**config.mk**
```make
export PLATFORM = sky130hd
export DESIGN_NAME = action_change_key_event_fifo_flat
export DESIGN_NICKNAME = d
export VERILOG_FILES = /design/src/akef_pkg.sv /design/src/akef_if.sv /design/src/akef_ctrl.sv /design/src/akef_dp.sv /design/src/action_change_key_event_fifo.sv /design/src/flat_wrapper.sv
export SDC_FILE = /design/constraint.sdc
export NUM_CORES = 1
export LEC_CHECK = 0
export ABC_CLOCK_PERIOD_IN_PS = 3600
export BUFFER_PORTS_ARGS = -buffer_cell sky130_fd_sc_hd__buf_2
export CAP_MARGIN = 40
export CORE_MARGIN = 2
export CORE_UTILIZATION = 37
export CTS_BUF_LIST = sky130_fd_sc_hd__clkbuf_4 sky130_fd_sc_hd__clkbuf_8 sky130_fd_sc_hd__clkbuf_16
export DETAILED_ROUTE_END_ITERATION = 6
export HOLD_SLACK_MARGIN = 0.02
export PLACE_DENSITY_LB_ADDON = 0.25
export SYNTH_ARGS = -nofsm -noshare
export SYNTH_HDL_FRONTEND = slang
export SYNTH_SLANG_ARGS = --single-unit
export TNS_END_PERCENT = 1
```
**constraint.sdc**
```tcl
create_clock -name clk_i -period 3.6 [get_ports clk_i]
set_clock_uncertainty 0.1 [all_clocks]
set_input_delay 0.72 -clock clk_i [delete_from_list [all_inputs] [get_ports clk_i]]
set_output_delay 0.72 -clock clk_i [all_outputs]
set_load 0.02 [all_outputs]
```
**src/akef_pkg.sv**
```systemverilog
// Shared types and constants of the action-change key event FIFO.
package akef_pkg;

  localparam int unsigned KEY_W         = 8;
  localparam int unsigned ACTIONS_W     = 6;
  localparam int unsigned COUNT_W       = 3;
  localparam int unsigned CFG_IDX_W     = 3;
  localparam int unsigned CFG_DATA_W    = 8;
  localparam int unsigned NUM_CODE_REGS = 6;
  localparam int unsigned CODE_IDX_W    = 3;
  localparam int unsigned CODE_SLOTS    = 8;

  localparam logic MODE_TICK = 1'b0;
  localparam logic MODE_POP  = 1'b1;

  localparam logic [CFG_IDX_W-1:0] REG_SAMPLE_INTERVAL = 3'd0;
  localparam logic [CFG_IDX_W-1:0] REG_CODE_FORWARD    = 3'd1;
  localparam logic [CFG_IDX_W-1:0] REG_CODE_BACKWARD   = 3'd2;
  localparam logic [CFG_IDX_W-1:0] REG_CODE_TURN_LEFT  = 3'd3;
  localparam logic [CFG_IDX_W-1:0] REG_CODE_TURN_RIGHT = 3'd4;
  localparam logic [CFG_IDX_W-1:0] REG_CODE_FIRE       = 3'd5;
  localparam logic [CFG_IDX_W-1:0] REG_CODE_USE        = 3'd6;

  localparam logic [7:0]       INTERVAL_RESET   = 8'd4;
  localparam logic [KEY_W-1:0] CODE_FWD_RESET   = 8'd173;
  localparam logic [KEY_W-1:0] CODE_BACK_RESET  = 8'd175;
  localparam logic [KEY_W-1:0] CODE_LEFT_RESET  = 8'd172;
  localparam logic [KEY_W-1:0] CODE_RIGHT_RESET = 8'd174;
  localparam logic [KEY_W-1:0] CODE_FIRE_RESET  = 8'd163;
  localparam logic [KEY_W-1:0] CODE_USE_RESET   = 8'd162;

  typedef enum logic [1:0] {
    ST_IDLE,
    ST_SCAN,
    ST_FIN
  } state_e;

  // Controller to datapath.
  typedef struct packed {
    logic accept;
    logic scan_step;
    logic load_out;
  } ctl_cmd_t;

  // Datapath to controller.
  typedef struct packed {
    logic start_scan;
    logic scan_last;
    logic out_free;
  } dp_sts_t;

endpackage

```
**src/akef_if.sv**
```systemverilog
// Handshake interfaces for the input and result channels.
interface akef_in_if;
  logic                                valid;
  logic                                ready;
  logic                                mode;
  logic [akef_pkg::ACTIONS_W-1:0]      actions;

  modport source (output valid, output mode, output actions, input ready);
  modport sink   (input valid, input mode, input actions, output ready);
endinterface

interface akef_out_if #(
  parameter int unsigned LEVEL_W = 5
);
  logic                              valid;
  logic                              ready;
  logic                              event_valid;
  logic [akef_pkg::KEY_W-1:0]        event_key;
  logic                              event_pressed;
  logic                              sampled;
  logic [akef_pkg::COUNT_W-1:0]      pushed_count;
  logic [akef_pkg::COUNT_W-1:0]      dropped_count;
  logic [LEVEL_W-1:0]                queue_level;

  modport source (output valid, output event_valid, output event_key, output event_pressed,
                  output sampled, output pushed_count, output dropped_count,
                  output queue_level, input ready);
  modport sink   (input valid, input event_valid, input event_key, input event_pressed,
                  input sampled, input pushed_count, input dropped_count,
                  input queue_level, output ready);
endinterface

```
**src/akef_ctrl.sv**
```systemverilog
// Controller state machine: accept, scan action bits, hand off the result word.
module akef_ctrl (
  input  logic                clk_i,
  input  logic                rst_ni,
  input  logic                in_valid_i,
  output logic                in_ready_o,
  input  akef_pkg::dp_sts_t   sts_i,
  output akef_pkg::ctl_cmd_t  cmd_o
);

  akef_pkg::state_e state_q, state_d;

  always_ff @(posedge clk_i or negedge rst_ni) begin
    if (!rst_ni) begin
      state_q <= akef_pkg::ST_IDLE;
    end else begin
      state_q <= state_d;
    end
  end

  always_comb begin
    state_d = state_q;
    case (state_q)
      akef_pkg::ST_IDLE: begin
        if (in_valid_i) begin
          state_d = sts_i.start_scan ? akef_pkg::ST_SCAN : akef_pkg::ST_FIN;
        end
      end
      akef_pkg::ST_SCAN: begin
        if (sts_i.scan_last) begin
          state_d = akef_pkg::ST_FIN;
        end
      end
      akef_pkg::ST_FIN: begin
        if (sts_i.out_free) begin
          state_d = akef_pkg::ST_IDLE;
        end
      end
      default: state_d = akef_pkg::ST_IDLE;
    endcase
  end

  always_comb begin
    in_ready_o      = 1'b0;
    cmd_o           = '0;
    case (state_q)
      akef_pkg::ST_IDLE: begin
        in_ready_o   = 1'b1;
        cmd_o.accept = in_valid_i;
      end
      akef_pkg::ST_SCAN: begin
        cmd_o.scan_step = 1'b1;
      end
      akef_pkg::ST_FIN: begin
        cmd_o.load_out = sts_i.out_free;
      end
      default: begin
        in_ready_o = 1'b0;
      end
    endcase
  end

endmodule

```
**src/akef_dp.sv**
```systemverilog
// Datapath: config registers, frame counter, event ring memory, result register.
module akef_dp #(
  parameter int unsigned QUEUE_DEPTH = 16,
  parameter int unsigned NUM_ACTIONS = 6,
  localparam int unsigned PTR_W = (QUEUE_DEPTH > 1) ? $clog2(QUEUE_DEPTH) : 1,
  localparam int unsigned LVL_W = $clog2(QUEUE_DEPTH + 1),
  localparam int unsigned IDX_W = (NUM_ACTIONS > 1) ? $clog2(NUM_ACTIONS) : 1
) (
  input  logic                                clk_i,
  input  logic                                rst_ni,
  input  logic                                cfg_we_i,
  input  logic [akef_pkg::CFG_IDX_W-1:0]      cfg_idx_i,
  input  logic [akef_pkg::CFG_DATA_W-1:0]     cfg_data_i,
  input  logic                                in_mode_i,
  input  logic [akef_pkg::ACTIONS_W-1:0]      in_actions_i,
  input  logic                                out_ready_i,
  output logic                                out_valid_o,
  output logic                                event_valid_o,
  output logic [akef_pkg::KEY_W-1:0]          event_key_o,
  output logic                                event_pressed_o,
  output logic                                sampled_o,
  output logic [akef_pkg::COUNT_W-1:0]        pushed_count_o,
  output logic [akef_pkg::COUNT_W-1:0]        dropped_count_o,
  output logic [LVL_W-1:0]                    queue_level_o,
  input  akef_pkg::ctl_cmd_t                  cmd_i,
  output akef_pkg::dp_sts_t                   sts_o
);

  localparam int unsigned ENTRY_W = akef_pkg::KEY_W + 1;

  // Config
  logic [7:0]                 interval_q;
  logic [akef_pkg::KEY_W-1:0] codes_q [akef_pkg::NUM_CODE_REGS];
  logic [akef_pkg::KEY_W-1:0] code_tab [akef_pkg::CODE_SLOTS];

  // Frame and scan state
  logic [7:0]             tick_q;
  logic [NUM_ACTIONS-1:0] prev_q, now_q, diff_q;
  logic [IDX_W-1:0]       idx_q;
  logic                   sampled_q, popv_q;
  logic [akef_pkg::COUNT_W-1:0] pushed_q, dropped_q;

  // Queue
  logic [PTR_W-1:0]   rd_ptr_q, wr_ptr_q;
  logic [LVL_W-1:0]   level_q;
  logic [ENTRY_W-1:0] mem [QUEUE_DEPTH];
  logic [ENTRY_W-1:0] rdata_q;

  // Result register
  logic                         out_valid_q;
  logic                         ev_valid_q, ev_pressed_q, ev_sampled_q;
  logic [akef_pkg::KEY_W-1:0]   ev_key_q;
  logic [akef_pkg::COUNT_W-1:0] ev_pushed_q, ev_dropped_q;
  logic [LVL_W-1:0]             ev_level_q;

  logic [8:0]             tick_next;
  logic                   sample_now;
  logic [7:0]             act_ext;
  logic [NUM_ACTIONS-1:0] act_now;
  logic                   full, empty;
  logic                   mem_we, mem_re;
  logic [akef_pkg::CODE_IDX_W-1:0] code_idx;

  assign tick_next  = {1'b0, tick_q} + 9'd1;
  assign sample_now = (in_mode_i == akef_pkg::MODE_TICK) && (tick_next >= {1'b0, interval_q});
  assign act_ext    = 8'(in_actions_i);
  assign act_now    = act_ext[NUM_ACTIONS-1:0];
  assign full       = (level_q == LVL_W'(QUEUE_DEPTH));
  assign empty      = (level_q == '0);
  assign mem_we     = cmd_i.scan_step && diff_q[idx_q] && !full;
  assign mem_re     = cmd_i.accept && (in_mode_i == akef_pkg::MODE_POP) && !empty;
  assign code_idx   = akef_pkg::CODE_IDX_W'(idx_q);

  always_comb begin
    for (int k = 0; k < akef_pkg::CODE_SLOTS; k++) begin
      code_tab[k] = (k < akef_pkg::NUM_CODE_REGS) ? codes_q[k] : '0;
    end
  end

  assign sts_o.start_scan = sample_now;
  assign sts_o.scan_last  = (idx_q == IDX_W'(NUM_ACTIONS - 1));
  assign sts_o.out_free   = !out_valid_q || out_ready_i;

  always_ff @(posedge clk_i or negedge rst_ni) begin
    if (!rst_ni) begin
      interval_q <= akef_pkg::INTERVAL_RESET;
      codes_q[0] <= akef_pkg::CODE_FWD_RESET;
      codes_q[1] <= akef_pkg::CODE_BACK_RESET;
      codes_q[2] <= akef_pkg::CODE_LEFT_RESET;
      codes_q[3] <= akef_pkg::CODE_RIGHT_RESET;
      codes_q[4] <= akef_pkg::CODE_FIRE_RESET;
      codes_q[5] <= akef_pkg::CODE_USE_RESET;
    end else if (cfg_we_i) begin
      case (cfg_idx_i)
        akef_pkg::REG_SAMPLE_INTERVAL: interval_q <= cfg_data_i;
        akef_pkg::REG_CODE_FORWARD:    codes_q[0] <= cfg_data_i;
        akef_pkg::REG_CODE_BACKWARD:   codes_q[1] <= cfg_data_i;
        akef_pkg::REG_CODE_TURN_LEFT:  codes_q[2] <= cfg_data_i;
        akef_pkg::REG_CODE_TURN_RIGHT: codes_q[3] <= cfg_data_i;
        akef_pkg::REG_CODE_FIRE:       codes_q[4] <= cfg_data_i;
        akef_pkg::REG_CODE_USE:        codes_q[5] <= cfg_data_i;
        default: ;
      endcase
    end
  end

  always_ff @(posedge clk_i or negedge rst_ni) begin
    if (!rst_ni) begin
      tick_q    <= '0;
      prev_q    <= '0;
      now_q     <= '0;
      diff_q    <= '0;
      idx_q     <= '0;
      sampled_q <= 1'b0;
      popv_q    <= 1'b0;
      pushed_q  <= '0;
      dropped_q <= '0;
      rd_ptr_q  <= '0;
      wr_ptr_q  <= '0;
      level_q   <= '0;
    end else if (cmd_i.accept) begin
      pushed_q  <= '0;
      dropped_q <= '0;
      idx_q     <= '0;
      if (in_mode_i == akef_pkg::MODE_POP) begin
        sampled_q <= 1'b0;
        popv_q    <= !empty;
        if (!empty) begin
          rd_ptr_q <= (rd_ptr_q == PTR_W'(QUEUE_DEPTH - 1)) ? '0 : rd_ptr_q + 1'b1;
          level_q  <= level_q - 1'b1;
        end
      end else begin
        popv_q    <= 1'b0;
        sampled_q <= sample_now;
        if (sample_now) begin
          tick_q <= '0;
          now_q  <= act_now;
          diff_q <= act_now ^ prev_q;
          prev_q <= act_now;
        end else begin
          tick_q <= tick_next[7:0];
        end
      end
    end else if (cmd_i.scan_step) begin
      idx_q <= idx_q + 1'b1;
      if (diff_q[idx_q]) begin
        if (full) begin
          dropped_q <= dropped_q + 1'b1;
        end else begin
          pushed_q <= pushed_q + 1'b1;
          level_q  <= level_q + 1'b1;
          wr_ptr_q <= (wr_ptr_q == PTR_W'(QUEUE_DEPTH - 1)) ? '0 : wr_ptr_q + 1'b1;
        end
      end
    end
  end

  always_ff @(posedge clk_i) begin
    if (mem_we) begin
      mem[wr_ptr_q] <= {code_tab[code_idx], now_q[idx_q]};
    end
  end

  always_ff @(posedge clk_i) begin
    if (mem_re) begin
      rdata_q <= mem[rd_ptr_q];
    end
  end

  always_ff @(posedge clk_i or negedge rst_ni) begin
    if (!rst_ni) begin
      out_valid_q <= 1'b0;
    end else if (cmd_i.load_out) begin
      out_valid_q <= 1'b1;
    end else if (out_ready_i) begin
      out_valid_q <= 1'b0;
    end
  end

  always_ff @(posedge clk_i) begin
    if (cmd_i.load_out) begin
      ev_valid_q   <= popv_q;
      ev_key_q     <= popv_q ? rdata_q[ENTRY_W-1:1] : '0;
      ev_pressed_q <= popv_q ? rdata_q[0] : 1'b0;
      ev_sampled_q <= sampled_q;
      ev_pushed_q  <= pushed_q;
      ev_dropped_q <= dropped_q;
      ev_level_q   <= level_q;
    end
  end

  assign out_valid_o     = out_valid_q;
  assign event_valid_o   = ev_valid_q;
  assign event_key_o     = ev_key_q;
  assign event_pressed_o = ev_pressed_q;
  assign sampled_o       = ev_sampled_q;
  assign pushed_count_o  = ev_pushed_q;
  assign dropped_count_o = ev_dropped_q;
  assign queue_level_o   = ev_level_q;

  a_no_write_full: assert property (@(posedge clk_i) disable iff (!rst_ni)
    mem_we |-> (level_q != LVL_W'(QUEUE_DEPTH)))
    else $error("event write into a full queue");

  a_no_read_empty: assert property (@(posedge clk_i) disable iff (!rst_ni)
    mem_re |-> (level_q != '0))
    else $error("event read from an empty queue");

  a_level_bound: assert property (@(posedge clk_i) disable iff (!rst_ni)
    level_q <= LVL_W'(QUEUE_DEPTH))
    else $error("queue level beyond depth");

  a_load_free: assert property (@(posedge clk_i) disable iff (!rst_ni)
    cmd_i.load_out |-> (!out_valid_q || out_ready_i))
    else $error("result register overwritten while held");

endmodule

```
**src/action_change_key_event_fifo.sv**
```systemverilog
// Top level of the action-change key event FIFO.
//
//   channel  direction  handshake      word
//   in_i     sink       valid/ready    mode, actions
//   out_o    source     valid/ready    event_valid .. queue_level
//   cfg      write      cfg_we_i       cfg_idx_i, cfg_data_i
//
// A pop or a non-sampling tick goes from accept to the final state, where the result
// register is loaded; a sampling tick first passes through the scan state, where the
// controller scans one action bit per cycle into the ring.
// The result register lets the next word be accepted while a result waits.
// Reset clears counters, pointers and fill level; the ring needs no clear.
// A stalled result holds the controller in its final state until taken.
module action_change_key_event_fifo #(
  parameter int unsigned QUEUE_DEPTH = 16,
  parameter int unsigned NUM_ACTIONS = 6
) (
  input  logic                             clk_i,
  input  logic                             rst_ni,
  input  logic                             cfg_we_i,
  input  logic [akef_pkg::CFG_IDX_W-1:0]   cfg_idx_i,
  input  logic [akef_pkg::CFG_DATA_W-1:0]  cfg_data_i,
  akef_in_if.sink                          in_i,
  akef_out_if.source                       out_o
);

  akef_pkg::ctl_cmd_t cmd;
  akef_pkg::dp_sts_t  sts;

  // Sequence each word: accept, scan changed bits, load the result.
  akef_ctrl u_ctrl (
    .clk_i      (clk_i),
    .rst_ni     (rst_ni),
    .in_valid_i (in_i.valid),
    .in_ready_o (in_i.ready),
    .sts_i      (sts),
    .cmd_o      (cmd)
  );

  // Hold config, counter, ring and result register.
  akef_dp #(
    .QUEUE_DEPTH (QUEUE_DEPTH),
    .NUM_ACTIONS (NUM_ACTIONS)
  ) u_dp (
    .clk_i           (clk_i),
    .rst_ni          (rst_ni),
    .cfg_we_i        (cfg_we_i),
    .cfg_idx_i       (cfg_idx_i),
    .cfg_data_i      (cfg_data_i),
    .in_mode_i       (in_i.mode),
    .in_actions_i    (in_i.actions),
    .out_ready_i     (out_o.ready),
    .out_valid_o     (out_o.valid),
    .event_valid_o   (out_o.event_valid),
    .event_key_o     (out_o.event_key),
    .event_pressed_o (out_o.event_pressed),
    .sampled_o       (out_o.sampled),
    .pushed_count_o  (out_o.pushed_count),
    .dropped_count_o (out_o.dropped_count),
    .queue_level_o   (out_o.queue_level),
    .cmd_i           (cmd),
    .sts_o           (sts)
  );

endmodule
```
**src/flat_wrapper.sv**
```systemverilog
// flat-port wrapper written by rule: the top's interface ports become plain ports
module action_change_key_event_fifo_flat 
#(
  parameter int unsigned QUEUE_DEPTH = 16,
  parameter int unsigned NUM_ACTIONS = 6
)
  (clk_i, rst_ni, cfg_we_i, cfg_idx_i, cfg_data_i, in_i_valid, in_i_mode, in_i_actions, in_i_ready, out_o_valid, out_o_event_valid, out_o_event_key, out_o_event_pressed, out_o_sampled, out_o_pushed_count, out_o_dropped_count, out_o_queue_level, out_o_ready);
  akef_in_if in_i_i ();
  akef_out_if out_o_i ();
  input  logic clk_i;
  input  logic rst_ni;
  input  logic cfg_we_i;
  input  logic [akef_pkg::CFG_IDX_W-1:0] cfg_idx_i;
  input  logic [akef_pkg::CFG_DATA_W-1:0] cfg_data_i;
  input wire logic [$bits(in_i_i.valid)-1:0] in_i_valid;
  input wire logic [$bits(in_i_i.mode)-1:0] in_i_mode;
  input wire logic [$bits(in_i_i.actions)-1:0] in_i_actions;
  output wire logic [$bits(in_i_i.ready)-1:0] in_i_ready;
  output wire logic [$bits(out_o_i.valid)-1:0] out_o_valid;
  output wire logic [$bits(out_o_i.event_valid)-1:0] out_o_event_valid;
  output wire logic [$bits(out_o_i.event_key)-1:0] out_o_event_key;
  output wire logic [$bits(out_o_i.event_pressed)-1:0] out_o_event_pressed;
  output wire logic [$bits(out_o_i.sampled)-1:0] out_o_sampled;
  output wire logic [$bits(out_o_i.pushed_count)-1:0] out_o_pushed_count;
  output wire logic [$bits(out_o_i.dropped_count)-1:0] out_o_dropped_count;
  output wire logic [$bits(out_o_i.queue_level)-1:0] out_o_queue_level;
  input wire logic [$bits(out_o_i.ready)-1:0] out_o_ready;
  assign in_i_i.valid = in_i_valid;
  assign in_i_i.mode = in_i_mode;
  assign in_i_i.actions = in_i_actions;
  assign in_i_ready = in_i_i.ready;
  assign out_o_valid = out_o_i.valid;
  assign out_o_event_valid = out_o_i.event_valid;
  assign out_o_event_key = out_o_i.event_key;
  assign out_o_event_pressed = out_o_i.event_pressed;
  assign out_o_sampled = out_o_i.sampled;
  assign out_o_pushed_count = out_o_i.pushed_count;
  assign out_o_dropped_count = out_o_i.dropped_count;
  assign out_o_queue_level = out_o_i.queue_level;
  assign out_o_i.ready = out_o_ready;
  action_change_key_event_fifo #(.QUEUE_DEPTH(QUEUE_DEPTH), .NUM_ACTIONS(NUM_ACTIONS)) u_core (.clk_i(clk_i), .rst_ni(rst_ni), .cfg_we_i(cfg_we_i), .cfg_idx_i(cfg_idx_i), .cfg_data_i(cfg_data_i), .in_i(in_i_i), .out_o(out_o_i));
endmodule
```
Word-level counts from Yosys, hierarchy flattened
Memories as Yosys holds them, arrays and structs flattened. A register that Yosys moved wholly into a read port is not among the register bits.
Cells that the tools add are included.

cells by class
  add/sub/neg operators = 8
  magnitude comparators = 3
  equality and inequality tests = 18
  mux-type cells = 41
  bitwise logic cells = 6
  reductions and logical operators = 31

operators by type and width
  operator                                             count
  two-way mux 3 bit                                    10
  two-way mux 5 bit                                    6
  binary-select mux 8 bit (select 3 bit)               1
  two-way mux 8 bit                                    3
  AND reduction 2 bit                                  8
  AND reduction 3 bit                                  5
  equality test 3 bit, second input constant           4
  two-way mux 1 bit                                    12
  inequality test 2 bit, second input constant         5
  adder 3 x 1 -> 3 bit, second input constant          3
  adder 8 x 1 -> 9 bit, second input constant          1
  greater-or-equal comparator 9 x 8 -> 1 bit           1
  adder 4 x 1 -> 4 bit, second input constant          2
  equality test 4 bit, second input constant           2
  two-way mux 2 bit                                    4
  two-way mux 4 bit                                    2
  nonzero test 2 bit                                   4
  binary-select mux 1 bit (select 3 bit)               2
  equality test 3 x 2 -> 1 bit, second input constant  2
  case mux 2 bit (3 select lines)                      1
  bitwise XOR 6 bit                                    1
  adder 5 x 1 -> 5 bit, second input constant          1
  equality test 5 bit, second input constant           1
  logical AND 1 bit                                    5
  16 further kinds                                     21

storage, ports and cells
  flip-flop bits (word level) = 125
  RAM bits = 144
  input port bits = 23
  output and inout port bits = 24
  memories = 1

memory list
  memory           words  bits a word  read ports  clocked after Yosys merged registers in  wr ports  RTL line       RTL
  u_core.u_dp.mem  16     9            1           1                                        1         akef_dp.sv:46  logic [ENTRY_W-1:0] mem [QUEUE_DEPTH];

Depth between registers and ports, before layout
Gate-level depths: netlist of the first run.

  depth in word-level cells = 6
  gate-level depth with buffers = 13
  gate-level depth less buffers = 11

Modules after synthesis
Synthesis of the first run repeated with hierarchy kept, for this count alone.

unflattened totals
  cells, all modules = 758
  area, all modules = 11857.6 sq um

by module, submodules not included
  module     times used  cells an instance  area each (sq um)  sequential area each (sq um)
  akef_dp    1           745                11731.3            7817.5
  akef_ctrl  1           13                 126.4              50.0

Worst setup path after synthesis of the first run
OpenSTA, ideal clock, no wires.

  path kind = register to register
  start point = reg u_core.u_dp.tick_q[0]
  end point = reg u_core.u_dp.now_q[0]
  setup time = 125 ps
  data arrival time = 2638 ps
  slack = 738 ps
  cell stages (with the launch flop) = 12
  path buffers = 1
  period minus slack after synthesis = 2862 ps
  path through = dfrtp_1 -> ha_1 -> nand3_1 -> nor2_1 -> xnor2_1 -> inv_1 -> ha_1 -> nand3_1 -> or3_1 -> a31oi_4 -> buf_6 -> mux2_2

on the way
  cells in the longest elaborated chain, start to end = 4

RTL lines
  item                                        RTL line        RTL
  start, declared                             akef_dp.sv:37   logic [7:0] tick_q;
  start signal, assigned                      akef_dp.sv:141  tick_q <= tick_next[7:0];
  adder 8 x 1 -> 9 bit                        akef_dp.sv:64   assign tick_next = {1'b0, tick_q} + 9'd1;
  greater-or-equal comparator 9 x 8 -> 1 bit  akef_dp.sv:65   assign sample_now = (in_mode_i == akef_pkg::MODE_TICK) && (tick_next >= {1'b0, interval_q});
  logical AND 1 bit                           akef_dp.sv:65
  AND reduction 3 bit (no line)               --
  end signal, assigned                        akef_dp.sv:137  now_q <= act_now;
  end, declared                               akef_dp.sv:38   logic [NUM_ACTIONS-1:0] prev_q, now_q, diff_q;

Every way passes these cells.
A chain may end at the register's enable or synchronous reset.

Worst setup path after layout of the first run
  start point = reg u_core.u_dp.tick_q[0]
  end point = reg u_core.u_dp.diff_q[0]

on the way
  cells in the longest elaborated chain, start to end = 4

RTL lines
  item                                        RTL line        RTL
  adder 8 x 1 -> 9 bit                        akef_dp.sv:64
  greater-or-equal comparator 9 x 8 -> 1 bit  akef_dp.sv:65
  logical AND 1 bit                           akef_dp.sv:65
  AND reduction 3 bit (no line)               --
  end signal, assigned                        akef_dp.sv:138  diff_q <= act_now ^ prev_q;
  end, declared                               akef_dp.sv:38

Every way passes these cells.

==> results.sh, run 1 <==
export IMPL_synthTopCellsByArea="edfxtp_1 44%, dfrtp_1 16%, mux4_2 8.5%"
export IMPL_cts_buffers=28
export IMPL_hold_viol_final=0
export IMPL_yosys_warnings=0
export IMPL_pre_cts_slack_ns=0.4248
export IMPL_fin_nets=839
export IMPL_tritoncts="yes"
export IMPL_internal_power_mw=7.330
export IMPL_initialDrtViolationCount=313
export IMPL_start_util=0.3760
export IMPL_cts_post_setup_buffers_inserted=0
export IMPL_netlist_area_um2=11870
export IMPL_fill_cells=2828
export IMPL_drtAntennaViolNets=0
export IMPL_p_comb_frac=0.254
export IMPL_gp_congestion=0.7043
export IMPL_grt_pass1_vias=6166
export IMPL_ioPinCount=47
export IMPL_cts_root_buf="clkbuf_16"
export IMPL_fin_crit_sh=0.8795
export IMPL_dp_hpwl_um=14650
export IMPL_clk_latency_ns=0.55
export IMPL_fin_setup_tns_ns=0
export IMPL_period_minus_slack_ns=3.166
export IMPL_path_max_fanout=14
export IMPL_synth_most_common_cell="edfxtp_1"
export IMPL_p_seq_frac=0.442
export IMPL_diodes=0
export IMPL_grt_pass1_wl_um=34980
export IMPL_synthToLayoutAreaGrowth_pct=15.16
export IMPL_clockBufferDepth=3
export IMPL_synth_flop_cell="edfxtp_1"
export IMPL_place_area_um2=12660
export IMPL_grt_max_degree=67
export IMPL_yosys_area_top_type="edfxtp_1"
export IMPL_path_class="flop to flop"
export IMPL_firstDrtPassIters=4
export IMPL_critical_path_arrival_ns=3.49
export IMPL_start_kind="flop"
export IMPL_utilization=0.4330
export IMPL_slew_violations=0
export IMPL_multiInputGateArea_um2=3741
export IMPL_ir_worst_vdd_uv=377.2
export IMPL_swShare=0.2905
export IMPL_syn_inst=724
export IMPL_async_flop_share=0.3705
export IMPL_leakage_nw=5.089
export IMPL_setup_viol_count_final=0
export IMPL_die_height_um=183.1
export IMPL_synth_cell_types=64
export IMPL_synth_fp_nets=769
export IMPL_cts_hold_fix_buffers=0
export IMPL_status="finished clean"
export IMPL_slew_headroom=0.4204
export IMPL_ys_seq_area_frac=0.6631
export IMPL_grt_overflow_total=0
export IMPL_synth_edf_count=175
export IMPL_wl_per_cell_um=17.63
export IMPL_gr_usage_all_layers=0.1323
export IMPL_die_w_um=183.1
export IMPL_ys_seq_elements=278
export IMPL_io_buffers=46
export IMPL_core_area_um2=31560
export IMPL_cts_resized=0
export IMPL_dp_cells=1166
export IMPL_pwr_density_cell_nw_per_um2=756.1
export IMPL_drt_wl_total_um=21470
export IMPL_synthTopCellsByCount="175 x edfxtp_1, 75 x dfrtp_1, 64 x mux2_2"
export IMPL_end_kind="flop"
export IMPL_synth_top_area_share=0.4429
export IMPL_cp_data_required_time_ns=3.92
export IMPL_vias_per_cell=5.002
export IMPL_clock_fmax_mhz=315.8
export IMPL_fp_row_count=65
export IMPL_design_area_um2=13660
export IMPL_final_cells=1218
export IMPL_worstMarginPinSlew_ns=0.8656
export IMPL_clock_sinks=278
export IMPL_p_switching_mw=3.002
export IMPL_fin_ws_ns=0.4338
export IMPL_vias=6093
export IMPL_rsz0062_at_grt="no"
export IMPL_layout_drive_gt1_share=0.3333
export IMPL_pwr_share_clk=0.304
export IMPL_syn_area_per_cell_um2=16.39
export IMPL_dieArea_um2=33520
export IMPL_drc=0
export IMPL_layout_area_seq_um2=7869
export IMPL_clk_pin_slew_ns=0.06
export IMPL_cap_violations=0
export IMPL_hold_path_class="input port to async pin"
export IMPL_antenna_found_initial=0
export IMPL_htree_levels=1
-- final timing paths --
path | depth (start not counted) | slack [ns] | to | from
min in group clk_i | 2 | 0.33 | u_core.u_dp.now_q[0] | in_i_actions[0]
min reg2reg | 0 | 0.35 | u_core.u_dp.sampled_o | u_core.u_dp.sampled_q
max in group asynchronous | 2 | 2.59 | u_core.u_dp.rd_ptr_q[0] | rst_ni
min | 1 | 0.05 | u_core.u_dp.code_tab[41] | rst_ni
max | 10 | 0.43 | u_core.u_dp.diff_q[0] | u_core.u_dp.tick_q[0]
max reg2reg | 10 | 0.43 | u_core.u_dp.diff_q[0] | u_core.u_dp.tick_q[0]
-- worst max-delay path: stages (launching register included) --
cell,delay (ns)
dfrtp_1,0.45
ha_1,0.28
nand3_1,0.13
nor2_1,0.14
xnor2_1,0.15
inv_1,0.07
ha_1,0.30
nand3_1,0.09
or3_1,0.47
a31oi_4,0.48
mux2_2,0.39
-- placed cells by master (no fill, tap or decap), types with 3 or more instances in the layout --
master,netlist,routed
o21ai_0,20,20
mux2i_1,25,25
nor2b_1,14,13
dfrtp_1,75,74
ha_1,21,21
o22ai_1,11,11
mux2_2,64,64
nor2_1,8,8
bufinv_16,0,6
and3_1,5,5
buf_4,2,25
nand4b_1,4,4
a21oi_1,18,18
mux4_2,45,45
clkinv_1,0,5
clkbuf_16,0,28
and2_1,11,11
and4_1,4,4
dfstp_2,28,28
nor3b_1,4,4
and3b_1,4,4
a211oi_1,10,10
nand2_1,39,39
buf_2,7,45
clkinv_2,1,4
a21o_1,3,3
nand2b_1,10,10
clkbuf_4,0,5
inv_1,28,28
xor2_1,9,9
xnor2_1,8,8
edfxtp_1,175,175
nand3_1,9,9
-- flip-flops by register name, indices dropped and copies added, names as in the netlist, 6 cells and up --
| name | count |
|---|---|
| u_core.u_dp.diff_q | 6 |
| u_core.u_dp.tick_q | 8 |
| u_core.u_dp.now_q | 6 |
| u_core.u_dp.mem | 144 |
| u_core.u_dp.interval_q | 8 |
| u_core.u_dp.code_tab | 48 |
| u_core.u_dp.rdata_q | 9 |
| u_core.u_dp.event_key_o | 8 |
-- kinds of logic after synthesis --
kind of cell,count (synthesis),synth area share
simple gates,129,0.06285
xor+xnor,17,0.01255
fa+ha+maj,22,0.02383
compound gates,84,0.04862
flops,278,0.6631
buf+inv,60,0.02183
mux,134,0.1672
-- per-layer routing --
metal / vias to the layer above / track usage / share of wire
met3: 30 / 0.02045 / 0.032
li1: 2919 / - / -
met2: 89 / 0.2123 / 0.47
met1: 3055 / 0.1886 / 0.47
met4: 0 / 0.03616 / 0.022
met5: - / 0 / 0
-- power groups by stage --
| stage | clock network, mW | registers, mW | logic (mW) |
|---|---|---|---|
| finish | 3.14 | 4.57 | 2.62 |
| floorplan | 0 | 4.57 | 1.88 |
| CTS | 3.22 | 4.58 | 2.68 |
| global placement | 0 | 4.64 | 2.58 |
| global route | 3.35 | 4.64 | 2.91 |
| detailed placement | 0 | 4.64 | 2.68 |
-- cell type report --
cell class | instances | area share
clock inverter | 17 | 0.01776
multi-input combinational | 386 | 0.2738
tap | 402 | 0.03681
inverter | 29 | 0.008058
sequential | 278 | 0.5759
timing repair buffer | 71 | 0.03168
clock buffer | 35 | 0.05604
-- metrics by stage --
step,hold WS [ns],power (mW)
3_3_place_gp,0.3526,7.222
5_1_grt,0.07503,10.91
2_1_floorplan,0.3244,6.456
3_5_place_dp,0.3547,7.315
6_report,0.04839,10.33
4_1_cts,0.04540,10.48
Note: power is estimated with default switching activity, not from simulation.
==> run 2: changes to the inputs <==
- CTS_BUF_LIST: sky130_fd_sc_hd__clkbuf_4 sky130_fd_sc_hd__clkbuf_8 sky130_fd_sc_hd__clkbuf_16 -> sky130_fd_sc_hd__clkbuf_16
- SKIP_LAST_GASP: default -> 1
- SLEW_MARGIN: default -> 20
==> run 2 against run 1 <==
  * Critical path depth unchanged
  * Fmax about the same
  * Largest power group unchanged
  * Final cell count increased by 0.25%
  * Critical path type unchanged
  * Design area decreased by 0.82%
  * Sequential power about the same
==> results.sh, run 2 (same netlist as run 1, synthesis figures left out) <==
export IMPL_io_buffers=46
export IMPL_clk_latency_ns=0.55
export IMPL_worstMarginPinSlew_ns=0.7686
export IMPL_slew_violations=0
export IMPL_fin_crit_sh=0.8797
export IMPL_hold_path_class="input port to async pin"
export IMPL_cp_cell_sequence="ha_1, nand3_1, nor2_1, xnor2_1, inv_1, ha_1, nand3_1, or3_1, a31oi_4, mux2_2"
export IMPL_fin_nets=841
export IMPL_wl_per_cell_um=17.74
export IMPL_firstDrtPassIters=6
export IMPL_grt_max_degree=67
export IMPL_ioPinCount=47
export IMPL_fp_row_count=65
export IMPL_multiInputGateArea_um2=3741
export IMPL_clk_pin_slew_ns=0.06
export IMPL_ir_worst_vdd_uv=342.3
export IMPL_cts_root_buf="clkbuf_16"
export IMPL_drt_wl_total_um=21660
export IMPL_cts_post_setup_buffers_inserted=0
export IMPL_path_max_fanout=14
export IMPL_start_util=0.3760
export IMPL_fin_ws_ns=0.4331
export IMPL_p_switching_mw=3.019
export IMPL_internal_power_mw=6.994
export IMPL_cp_data_required_time_ns=3.92
export IMPL_slew_headroom=0.4853
export IMPL_rsz0062_at_grt="no"
export IMPL_htree_levels=1
export IMPL_hold_viol_final=0
export IMPL_antenna_found_initial=0
export IMPL_clockBufferDepth=3
export IMPL_grt_pass1_vias=6081
export IMPL_die_height_um=183.1
export IMPL_setup_viol_count_final=0
export IMPL_diodes=0
export IMPL_r2r_setup_slack_ns=0.43
export IMPL_layout_commonest_cell="edfxtp_1"
export IMPL_grt_pass1_wl_um=35150
export IMPL_dp_hpwl_um=14670
export IMPL_vias_per_cell=5.030
export IMPL_largest_reg_flops=144
export IMPL_cts_hold_fix_buffers=0
export IMPL_clock_sinks=278
export IMPL_gr_usage_all_layers=0.1327
export IMPL_pwr_density_cell_nw_per_um2=738.8
export IMPL_reg2reg_from="u_core.u_dp.tick_q[0]"
export IMPL_synthToLayoutAreaGrowth_pct=14.23
export IMPL_leakage_nw=5.057
export IMPL_drtAntennaViolNets=0
export IMPL_cap_violations=0
export IMPL_p_comb_frac=0.261
export IMPL_crit_slowest_cell="a31oi_4"
export IMPL_vias=6142
export IMPL_start_kind="flop"
export IMPL_worstReg2RegEnd="u_core.u_dp.diff_q[3]"
export IMPL_max_stage_delay_ns=0.48
export IMPL_tritoncts="yes"
export IMPL_fill_cells=2877
export IMPL_core_area_um2=31560
export IMPL_pwr_share_clk=0.282
export IMPL_initialDrtViolationCount=296
export IMPL_die_w_um=183.1
export IMPL_cts_buffers=29
export IMPL_swShare=0.3015
export IMPL_clock_fmax_mhz=315.8
export IMPL_pre_cts_slack_ns=0.4101
export IMPL_fin_setup_tns_ns=0
export IMPL_drc=0
export IMPL_period_minus_slack_ns=3.167
export IMPL_regMostFlops="u_core.u_dp.mem"
export IMPL_layout_drive_gt1_share=0.3236
export IMPL_utilization=0.4295
export IMPL_p_seq_frac=0.456
export IMPL_critical_path_arrival_ns=3.48
export IMPL_gp_congestion=0.7043
export IMPL_cts_resized=0
export IMPL_end_kind="flop"
export IMPL_path_class="flop to flop"
export IMPL_r2r_cells=10
export IMPL_mostFrequentLayoutCells="175 x edfxtp_1, 74 x dfrtp_1, 64 x mux2_2"
export IMPL_grt_overflow_total=0
export IMPL_layout_area_seq_um2=7869
export IMPL_dieArea_um2=33520
export IMPL_status="finished clean"
[run 2: power by group through the flow]
stage	Clock, mW	Sequential, mW	Combinational (mW)
2_1_floorplan	0	4.57	1.88
3_3_place_gp	0	4.64	2.58
3_5_place_dp	0	4.64	2.67
4_1_cts	2.90	4.58	2.67
5_1_grt	3.04	4.65	2.92
6_report	2.83	4.57	2.62
[run 2: final cells by class]
class | count | area share
sequential | 278 | 0.5806
timing repair buffer | 72 | 0.03213
multi-input combinational | 386 | 0.2760
inverter | 29 | 0.008124
clock inverter | 25 | 0.01246
clock buffer | 29 | 0.05355
tap | 402 | 0.03711
[run 2: per-layer routing]
layer  global-route usage  routed length (um)  vias up
li1                     -                   -     2921
met1               0.1918               10590     3119
met2               0.2100                9988       71
met3              0.02363                 703       31
met4              0.03104                 381        0
met5                    0                   0        -
[run 2: worst max-delay path by stage]
stage                          startpoint                     to  slack, ns
floorplan           u_core.u_dp.tick_q[0]   u_core.u_dp.now_q[0]       0.74
global placement    u_core.u_dp.tick_q[0]  u_core.u_dp.diff_q[0]       0.47
detailed placement  u_core.u_dp.tick_q[0]   u_core.u_dp.now_q[4]       0.41
CTS                 u_core.u_dp.tick_q[0]   u_core.u_dp.now_q[4]       0.40
global route        u_core.u_dp.tick_q[0]   u_core.u_dp.now_q[4]       0.19
finish              u_core.u_dp.tick_q[0]  u_core.u_dp.diff_q[3]       0.43
[run 2: critical path: cells and delay by family (launching register included)]
kind	cells	cell delay, ns
fa+ha+maj	2	0.58
simple gates	4	0.83
xor+xnor	1	0.15
flops	1	0.44
compound gates	1	0.48
buf+inv	1	0.07
mux	1	0.40
[run 2: per-stage QoR]
stage	std cells	hold WS [ns]	instance area [um2]	power [mW]
3_5_place_dp	1166	0.3535	12650	7.307
5_1_grt	1221	0.06762	13550	10.60
4_1_cts	1220	0.04057	13550	10.15
6_report	1221	0.05158	13550	10.01
2_1_floorplan	724	0.3244	11870	6.456
3_3_place_gp	1159	0.3526	12600	7.222
